<file path="src/rtl/v210pp_pkg.sv">
// shared types and constants for the v210 pixel packer
package v210pp_pkg;

   localparam int SAMPLE_BITS = 16;
   localparam int FRAC_BITS   = SAMPLE_BITS - 2;
   localparam int CODE_BITS   = 10;
   localparam int SCALE_BITS  = 10;
   localparam int WORD_BITS   = 3 * CODE_BITS;
   localparam int CLAMP_BITS  = FRAC_BITS + 1;
   localparam int PROD_BITS   = CLAMP_BITS + SCALE_BITS;
   localparam int GROUP_WORDS = 4;
   localparam int GROUP_CODES = 12;
   localparam int CODE_IDX_BITS = 4;
   localparam int WORD_IDX_BITS = 4;
   localparam int CSR_ADDR_BITS = 3;
   localparam int CSR_DATA_BITS = 32;

   localparam logic [SAMPLE_BITS-1:0] ONE_VAL    = SAMPLE_BITS'(1) << FRAC_BITS;
   localparam logic [SAMPLE_BITS-1:0] BIAS_RESET = SAMPLE_BITS'(1) << (FRAC_BITS - 1);
   localparam logic [PROD_BITS-1:0]   HALF_VAL   = PROD_BITS'(1) << (FRAC_BITS - 1);
   localparam logic [SCALE_BITS-1:0]  SCALE_RESET = 10'd1023;

   // register index taken from paddr[2]
   localparam logic REG_CHROMA_BIAS = 1'b0;
   localparam logic REG_CODE_SCALE  = 1'b1;

   // pixel position inside a six-pixel group
   localparam logic [2:0] PHASE_FIRST = 3'd0;
   localparam logic [2:0] PHASE_LAST  = 3'd5;

   // slot bases in the group code store
   localparam logic [CODE_IDX_BITS-1:0] SLOT_CB = 4'd6;
   localparam logic [CODE_IDX_BITS-1:0] SLOT_CR = 4'd9;

   localparam logic [WORD_IDX_BITS-1:0] GROUP_LAST_IDX = 4'd3;

   typedef struct packed {
      logic [2:0] phase;
      logic       last;
   } item_ctl_type;

   typedef struct packed {
      logic [GROUP_WORDS-1:0][WORD_BITS-1:0] words;
      logic [WORD_IDX_BITS-1:0]              last_idx;
      logic                                  line_end;
   } emit_load_type;

endpackage

</file>
<file path="src/rtl/v210pp_lane.sv">
// one conversion lane: bias, clamp to 0..1.0, scale, round half up to a 10-bit code
module v210pp_lane (
   input  logic                                clock,
   input  logic                                load,
   input  logic [v210pp_pkg::SAMPLE_BITS-1:0]  sample,
   input  logic [v210pp_pkg::SAMPLE_BITS-1:0]  bias,
   input  logic [v210pp_pkg::SCALE_BITS-1:0]   scale,
   output logic [v210pp_pkg::CODE_BITS-1:0]    code
);
   import v210pp_pkg::*;

   logic signed [SAMPLE_BITS:0] sum;
   logic [CLAMP_BITS-1:0]       clamped;
   logic [PROD_BITS-1:0]        prod_in;
   logic [PROD_BITS-1:0]        prod_ff;
   logic [PROD_BITS-1:0]        rounded;

   always_comb begin
      sum = $signed({sample[SAMPLE_BITS-1], sample}) + $signed({bias[SAMPLE_BITS-1], bias});
      if (sum[SAMPLE_BITS]) begin
         clamped = '0;
      end else if (sum[SAMPLE_BITS-1:0] > ONE_VAL) begin
         clamped = ONE_VAL[CLAMP_BITS-1:0];
      end else begin
         clamped = sum[CLAMP_BITS-1:0];
      end
      prod_in = PROD_BITS'(clamped) * PROD_BITS'(scale);
   end

   always_ff @(posedge clock) begin
      if (load) begin
         prod_ff <= prod_in;
      end
   end

   assign rounded = prod_ff + HALF_VAL;
   assign code    = rounded[FRAC_BITS+CODE_BITS-1:FRAC_BITS];

endmodule

</file>
<file path="src/rtl/v210pp_merge.sv">
// merge stage: collects lane codes into the group store and builds the four v210 words
module v210pp_merge (
   input  logic                              clock,
   input  logic                              reset,
   input  logic                              commit,
   input  v210pp_pkg::item_ctl_type          ctl,
   input  logic [v210pp_pkg::CODE_BITS-1:0]  luma_code,
   input  logic [v210pp_pkg::CODE_BITS-1:0]  cb_code,
   input  logic [v210pp_pkg::CODE_BITS-1:0]  cr_code,
   output logic                              emit,
   output v210pp_pkg::emit_load_type         load_data
);
   import v210pp_pkg::*;

   logic [GROUP_CODES-1:0][CODE_BITS-1:0] codes_ff;
   logic [GROUP_CODES-1:0][CODE_BITS-1:0] codes_in;
   logic [GROUP_CODES-1:0][CODE_BITS-1:0] merged;
   logic [1:0]                            groups_ff;
   logic [1:0]                            groups_in;
   logic [1:0]                            groups_next;
   logic [1:0]                            pair;

   assign emit        = (ctl.phase == PHASE_LAST) || ctl.last;
   assign pair        = ctl.phase[2:1];
   assign groups_next = groups_ff + 2'd1;

   always_comb begin
      merged = codes_ff;
      merged[CODE_IDX_BITS'(ctl.phase)] = luma_code;
      if (!ctl.phase[0]) begin
         merged[SLOT_CB + CODE_IDX_BITS'(pair)] = cb_code;
         merged[SLOT_CR + CODE_IDX_BITS'(pair)] = cr_code;
      end
   end

   always_comb begin
      load_data.words[0] = {merged[9],  merged[0],  merged[6]};
      load_data.words[1] = {merged[2],  merged[7],  merged[1]};
      load_data.words[2] = {merged[8],  merged[3],  merged[10]};
      load_data.words[3] = {merged[5],  merged[11], merged[4]};
      load_data.line_end = ctl.last;
      // padding up to a multiple of four groups: last index = 4*((4-g) mod 4) + 3
      if (ctl.last) begin
         load_data.last_idx = {2'(2'd0 - groups_next), 2'b11};
      end else begin
         load_data.last_idx = GROUP_LAST_IDX;
      end
   end

   always_comb begin
      codes_in  = codes_ff;
      groups_in = groups_ff;
      if (commit) begin
         if (emit) begin
            codes_in  = '0;
            groups_in = ctl.last ? 2'd0 : groups_next;
         end else begin
            codes_in = merged;
         end
      end
   end

   always_ff @(posedge clock) begin
      if (reset) begin
         codes_ff  <= '0;
         groups_ff <= '0;
      end else begin
         codes_ff  <= codes_in;
         groups_ff <= groups_in;
      end
   end

endmodule

</file>
<file path="src/rtl/v210pp_emit.sv">
// output sequencer: plays out a group's four words and any line padding, one beat per cycle unless rsp_stall holds it
module v210pp_emit (
   input  logic                              clock,
   input  logic                              reset,
   input  logic                              load,
   input  v210pp_pkg::emit_load_type         load_data,
   input  logic                              rsp_stall,
   output logic                              busy,
   output logic                              rsp_valid,
   output logic [v210pp_pkg::WORD_BITS-1:0]  rsp_packed_word,
   output logic                              rsp_line_done
);
   import v210pp_pkg::*;

   logic                                  busy_ff;
   logic                                  busy_in;
   logic [WORD_IDX_BITS-1:0]              idx_ff;
   logic [WORD_IDX_BITS-1:0]              idx_in;
   logic [WORD_IDX_BITS-1:0]              last_idx_ff;
   logic                                  line_ff;
   logic [GROUP_WORDS-1:0][WORD_BITS-1:0] words_ff;
   logic                                  beat;
   logic                                  final_word;

   assign beat       = busy_ff && !rsp_stall;
   assign final_word = (idx_ff == last_idx_ff);

   always_comb begin
      busy_in = busy_ff;
      idx_in  = idx_ff;
      if (load) begin
         busy_in = 1'b1;
         idx_in  = '0;
      end else if (beat) begin
         if (final_word) begin
            busy_in = 1'b0;
         end else begin
            idx_in = idx_ff + 1'b1;
         end
      end
   end

   always_ff @(posedge clock) begin
      if (reset) begin
         busy_ff <= 1'b0;
         idx_ff  <= '0;
      end else begin
         busy_ff <= busy_in;
         idx_ff  <= idx_in;
      end
   end

   always_ff @(posedge clock) begin
      if (load) begin
         words_ff    <= load_data.words;
         last_idx_ff <= load_data.last_idx;
         line_ff     <= load_data.line_end;
      end
   end

   assign busy            = busy_ff;
   assign rsp_valid       = busy_ff;
   // words past the group are padding
   assign rsp_packed_word = (idx_ff[WORD_IDX_BITS-1:2] == '0) ? words_ff[idx_ff[1:0]] : '0;
   assign rsp_line_done   = line_ff && final_word;

endmodule

</file>
<file path="src/rtl/v210_pixel_packer_top.sv">
// v210 pixel packer: 4:2:2 fixed-point pixels in, 30-bit v210 words out
//
// One pixel enters per req_ beat (luma, Cb, Cr, line_last); Cb and Cr are taken on
// even pixels of each six-pixel group only. Three conversion lanes turn the samples
// into 10-bit codes in parallel, a merge stage gathers them into the group store,
// and an output sequencer sends the four words of each group on the rsp_ channel.
// At line_last a partial group is flushed with missing codes zero, then zero words
// pad the line to a multiple of 16 words; rsp_line_done marks the final word.
// The first word of a group leaves once its last pixel has passed stage 1 (the lane
// registers) and been loaded into the sequencer. Throughput: one pixel per cycle
// while the sequencer keeps pace (4 words per 6 pixels); a group that completes
// while the sequencer is still sending the previous one holds req_stall until the
// sequencer is free, so padding at line end can stall the input.
// rsp_stall simply holds the current word; the pipeline fills and then stalls req_.
// Reset (synchronous) clears the group store and counters and sets chroma_bias to
// 0.5 and code_scale to 1023. Registers via the csr_ port: chroma_bias at 0x0,
// code_scale at 0x4; write them only while the block is idle.
module v210_pixel_packer_top (
   input  logic                                   clock,
   input  logic                                   reset,
   input  logic                                   req_valid,
   output logic                                   req_stall,
   input  logic [v210pp_pkg::SAMPLE_BITS-1:0]     req_luma,
   input  logic [v210pp_pkg::SAMPLE_BITS-1:0]     req_chroma_blue,
   input  logic [v210pp_pkg::SAMPLE_BITS-1:0]     req_chroma_red,
   input  logic                                   req_line_last,
   output logic                                   rsp_valid,
   input  logic                                   rsp_stall,
   output logic [v210pp_pkg::WORD_BITS-1:0]       rsp_packed_word,
   output logic                                   rsp_line_done,
   input  logic                                   csr_psel,
   input  logic                                   csr_penable,
   input  logic                                   csr_pwrite,
   input  logic [v210pp_pkg::CSR_ADDR_BITS-1:0]   csr_paddr,
   input  logic [v210pp_pkg::CSR_DATA_BITS-1:0]   csr_pwdata,
   output logic [v210pp_pkg::CSR_DATA_BITS-1:0]   csr_prdata,
   output logic                                   csr_pready
);
   import v210pp_pkg::*;

   logic [SAMPLE_BITS-1:0] bias_ff;
   logic [SCALE_BITS-1:0]  scale_ff;
   logic                   csr_write;

   logic                   accept;
   logic [2:0]             phase_ff;
   logic [2:0]             phase_in;
   logic                   s1_valid_ff;
   item_ctl_type           s1_ctl_ff;
   logic                   s1_adv;
   logic                   commit;
   logic                   emit;
   logic                   emit_busy;
   emit_load_type          load_data;

   logic [CODE_BITS-1:0]   luma_code;
   logic [CODE_BITS-1:0]   cb_code;
   logic [CODE_BITS-1:0]   cr_code;

   // configuration port
   assign csr_pready = 1'b1;
   assign csr_write  = csr_psel && csr_penable && csr_pwrite;

   always_ff @(posedge clock) begin
      if (reset) begin
         bias_ff  <= BIAS_RESET;
         scale_ff <= SCALE_RESET;
      end else if (csr_write) begin
         case (csr_paddr[2])
            REG_CHROMA_BIAS: bias_ff  <= csr_pwdata[SAMPLE_BITS-1:0];
            REG_CODE_SCALE:  scale_ff <= csr_pwdata[SCALE_BITS-1:0];
            default: ;
         endcase
      end
   end

   always_comb begin
      case (csr_paddr[2])
         REG_CHROMA_BIAS: csr_prdata = {{(CSR_DATA_BITS-SAMPLE_BITS){bias_ff[SAMPLE_BITS-1]}},
                                        bias_ff};
         REG_CODE_SCALE:  csr_prdata = CSR_DATA_BITS'(scale_ff);
         default:         csr_prdata = '0;
      endcase
   end

   // a group end waits in stage 1 until the sequencer is free
   assign s1_adv    = !s1_valid_ff || !emit || !emit_busy;
   assign req_stall = !s1_adv;
   assign accept    = req_valid && !req_stall;
   assign commit    = s1_valid_ff && s1_adv;

   assign phase_in = (phase_ff == PHASE_LAST || req_line_last) ? PHASE_FIRST
                                                               : phase_ff + 3'd1;

   always_ff @(posedge clock) begin
      if (reset) begin
         phase_ff    <= PHASE_FIRST;
         s1_valid_ff <= 1'b0;
      end else begin
         if (accept) begin
            phase_ff <= phase_in;
         end
         if (s1_adv) begin
            s1_valid_ff <= accept;
         end
      end
   end

   always_ff @(posedge clock) begin
      if (accept) begin
         s1_ctl_ff.phase <= phase_ff;
         s1_ctl_ff.last  <= req_line_last;
      end
   end

   v210pp_lane u_lane_luma (
      .clock  (clock),
      .load   (accept),
      .sample (req_luma),
      .bias   ('0),
      .scale  (scale_ff),
      .code   (luma_code)
   );

   v210pp_lane u_lane_cb (
      .clock  (clock),
      .load   (accept),
      .sample (req_chroma_blue),
      .bias   (bias_ff),
      .scale  (scale_ff),
      .code   (cb_code)
   );

   v210pp_lane u_lane_cr (
      .clock  (clock),
      .load   (accept),
      .sample (req_chroma_red),
      .bias   (bias_ff),
      .scale  (scale_ff),
      .code   (cr_code)
   );

   v210pp_merge u_merge (
      .clock     (clock),
      .reset     (reset),
      .commit    (commit),
      .ctl       (s1_ctl_ff),
      .luma_code (luma_code),
      .cb_code   (cb_code),
      .cr_code   (cr_code),
      .emit      (emit),
      .load_data (load_data)
   );

   v210pp_emit u_emit (
      .clock           (clock),
      .reset           (reset),
      .load            (commit && emit),
      .load_data       (load_data),
      .rsp_stall       (rsp_stall),
      .busy            (emit_busy),
      .rsp_valid       (rsp_valid),
      .rsp_packed_word (rsp_packed_word),
      .rsp_line_done   (rsp_line_done)
   );

endmodule

</file>
<file path="config.mk">
export PLATFORM = sky130hd
export DESIGN_NAME = v210_pixel_packer_top
export DESIGN_NICKNAME = d
export VERILOG_FILES = /design/src/rtl/v210pp_pkg.sv /design/src/rtl/v210pp_lane.sv /design/src/rtl/v210pp_merge.sv /design/src/rtl/v210pp_emit.sv /design/src/rtl/v210_pixel_packer_top.sv
export SDC_FILE = /design/constraint.sdc
export NUM_CORES = 2
export LEC_CHECK = 0
export BUFFER_PORTS_ARGS = -buffer_cell sky130_fd_sc_hd__buf_4
export CORE_UTILIZATION = 55
export CTS_CLUSTER_SIZE = 30
export DETAILED_ROUTE_END_ITERATION = 10
export GPL_TIMING_DRIVEN = 1
export PLACE_DENSITY = 0.87
export SYNTH_ARGS = -nofsm -noshare
export SYNTH_HDL_FRONTEND = slang
export SYNTH_HIERARCHICAL = 1
export SYNTH_SLANG_ARGS = --single-unit
</file>
<file path="constraint.sdc">
create_clock -name clock -period 8 [get_ports clock]
set_input_delay 0.8 -clock clock [delete_from_list [all_inputs] [get_ports clock]]
set_output_delay 0.8 -clock clock [all_outputs]
set_load 0.05 [all_outputs]
</file>
==> metrics.md <==
| Metric | Value |
|---|---|
| Final worst slack | `-0.165 ns` |
| Final ANT Viol Nets | `0` |
| Avg Cell Area, Syn | `9.74 µm²` |
| First-pass GRT wire length | `131000 µm` |
| Vias per cell | `6.07` |
| Cell Rows | `85` |
| Worst hold endpoint | `bias_ff[13]` |
| Initial antenna violation count | `3` |
| Layout Skew | `0.0160 ns` |
| Core Area | `54200 µm²` |
| CP Capture Type | `flip-flop` |
| Hold path depth | `3` |
| Tcrit/Tclk final | `102%` |
| Layout Nets | `4000` |
| DRC | `0` |
| CP startpoint kind | `flip-flop` |
| Routed vias | `25000` |
| Slowest stage cell, crit path | `fa_1` |
| Drt wl/cell | `20.8 µm` |
| Clk buf depth | `3` |
| Pin count of the biggest net entering global routing | `62` |
| Post-synth top flop | `edfxtp_1` |
| Area contributors post-synth | `fa_1, edfxtp_1, dfxtp_1, ha_1, nand2_1` |
| Slew @ Worst Pin | `1.14 ns` |
| Worst-path clk slew | `0.06 ns` |
| Crit-path max FO | `6` |
| RSZ-0062 raised after global routing | `yes` |
| Cell mode on critical path | `fa_1` |
| Worst IR Drop VDD | `0.000261 V` |
| Slew Limit Fails | `0` |
| Layout area overhead | `15.4%` |
| Port-buffer cells | `137` |
| Area leader, netlist | `fa_1` |
| Failing checks | `setup timing` |
| Top cell type's share of synthesized area | `19.9%` |
| Fmax | `122 MHz` |
| R2r endpoint | `u_lane_cr/prod_ff[20]` |
| Critical path required time | `8.34 ns` |
| Register area | `8020 µm²` |
| Worst stage delay on the critical path | `0.60 ns` |
| GR Overflow Total | `0` |
| Pre-CTS setup slack | `-0.704 ns` |
| Hold Buf Count CTS | `0` |
| Cell variety after synth | `104` |
| DIE AREA | `56300 µm²` |
| Setup TNS | `-0.556 ns` |
| Core Util, Final | `64.8%` |
| Leak | `16.4 nW` |
| Min Tclk post-route | `8.17 ns` |
| Fraction of registers with async set/reset | `0%` |
| Detailed Route WL | `85400 µm` |
| Power per Cell Area | `236 nW/µm²` |
| Number of detailed-route iterations in the first pass | `8` |
| Final HPWL DP | `60800 µm` |
| Initial Utilization | `56.1%` |
| Number of global-route vias before repair | `25300` |
| Count leader, synth | `nand2_1` |
| Later-pin clock latency in the skew report | `0.60 ns` |
| Post-synth EDFFs | `162` |
| Io pins | `157` |
| Register area share after synthesis | `26.3%` |
| Synthesis warning total | `6` |
| # diodes | `0` |
| Worst R2R Setup Slack | `-0.17 ns` |
| Post-synthesis cell area | `30400 µm²` |
| Root buf cell | `clkbuf_16` |
| CTS tree | `built` |
| First DRT Iteration DRCs | `2610` |
| Worst hold slack | `0.430 ns` |
| Worst r2r src | `bias_ff[0]` |
| Setup violators final | `7` |
| Final RePlAce weighted congestion | `0.930` |
| Max Cap Viol | `0` |
| CTS buffer count | `31` |
| Htree depth | `1` |
| Outcome | `complete, but fails checks` |
| Hold Vio Cnt, Final | `0` |
| Die Height | `237 µm` |
| Fill cells | `3930` |
| FF+latch count, synth | `319` |
| Clock sinks | `319` |
| Kind of critical path | `flip-flop to flip-flop` |
| Min-Delay Path Class | `input port to flip-flop` |
| Hold path startpoint | `csr_pwdata[13]` |
| Overall routing resource usage | `29.1%` |
| Die Wd | `237 µm` |
| Gate count of the mapped netlist | `3126` |
| Commonest cells in the netlist | `nand2_1, inv_1, fa_1` |
| Multi-input logic area | `20800 µm²` |
| Layout cell share with drive strength beyond 1 | `21.7%` |
| R2R cell count | `32` |
| Worst path arrival time | `8.50 ns` |
| Max-slew headroom | `23.9%` |
per-layer routing:
metal,track usage [%],vias up,routed length (µm)
li1,-,11100,-
met1,37.0,12100,32600
met2,49.2,1446,41100
met3,4.94,306,7780
met4,12.0,4,3890
met5,0,-,54
sequential cells by signal (all words and copies together), names as in the netlist:
register / flops
s1_ctl_ff: 4
u_emit/idx_ff: 4
u_emit/busy: 1
scale_ff: 10
phase_ff: 3
u_lane_cb/prod_ff: 11
s1_valid_ff: 1
u_merge/groups_ff: 2
u_emit/words_ff: 120
u_emit/last_idx_ff: 4
bias_ff: 16
u_merge/codes_ff: 120
u_lane_cr/prod_ff: 11
u_emit/line_ff: 1
u_lane_luma/prod_ff: 11
layout by cell type, fill, tap and decap left out, types with 17 or more instances in the layout:
cell type,instances
conb_1,20
clkbuf_16,31
mux2_2,91
a21o_1,41
nor2_1,139
buf_4,380
and3_1,80
xor2_1,34
o21ai_0,49
nand3_1,88
mux4_2,30
a22o_1,51
a22oi_1,30
nor2b_1,55
xnor2_1,76
nand3b_1,26
inv_1,349
edfxtp_1,162
ha_1,204
a21oi_1,101
nand4_1,24
and2_1,96
dfxtp_1,153
fa_1,299
nor2_2,17
nand2_1,369
power by group:
group / switching, mW / internal (mW)
Sequential: 0.102 / 1.98
Combinational: 2.79 / 2.00
Clock: 0.640 / 0.780
Total: 3.54 / 4.75
metrics by stage:
step,power (mW),cells,area (µm²)
2_1_floorplan,5.16,3143,30700
3_3_place_gp,6.32,4013,33300
3_5_place_dp,6.53,4013,33300
4_1_cts,8.01,4075,34400
5_1_grt,8.85,4108,35200
6_report,8.29,4108,35200
how the worst max path moves through the flow:
stage                 startpoint               endpoint  slack [ns]  cells after the start
6_report              bias_ff[0]  u_lane_cr/prod_ff[20]       -0.17                     32
5_1_grt               bias_ff[0]  u_lane_cr/prod_ff[20]       -0.41                     32
4_1_cts               bias_ff[0]  u_lane_cr/prod_ff[20]       0.001                     34
3_5_place_dp   req_chroma_red[1]  u_lane_cr/prod_ff[18]       -0.70                     29
3_3_place_gp   req_chroma_red[4]  u_lane_cr/prod_ff[20]       -0.48                     31
2_1_floorplan  req_chroma_red[0]  u_lane_cr/prod_ff[20]       0.004                     35
cell type report:
class,instances,share of cell area [%]
Clock inverter,6,0.153
Multi-Input combinational cell,2274,59.2
Tap cell,696,2.48
Inverter,363,3.88
Clock buffer,52,2.60
Timing Repair Buffer,398,8.86
Sequential cell,319,22.8
timing repair:
item	in CTS	in global routing
resized for setup	12	121
buffers inserted	3	35
cloned	1	0
pin swaps	21	112
setup endpoints to repair	16	19
cells by family after synthesis:
kind of cell	Yosys count	share of synthesized area (%)
AO/OA/AOI/OAI	452	10.7
XOR/XNOR	118	3.48
adder cells (fa/ha/maj)	522	28.9
buffers and inverters	551	7.68
flip-flops	319	26.3
multiplexers	123	5.65
other	3	0.0370
AND/OR/NAND/NOR	1038	17.2
worst max-delay path: cells and delay by family, from the launching register on:
family	cells	cell delay, ns
fa+ha+maj	8	3.18
buf+inv	5	0.41
xor+xnor	1	0.10
simple gates	10	2.21
flops	1	0.37
compound gates	8	1.62
(Power assumes the default switching activity.)
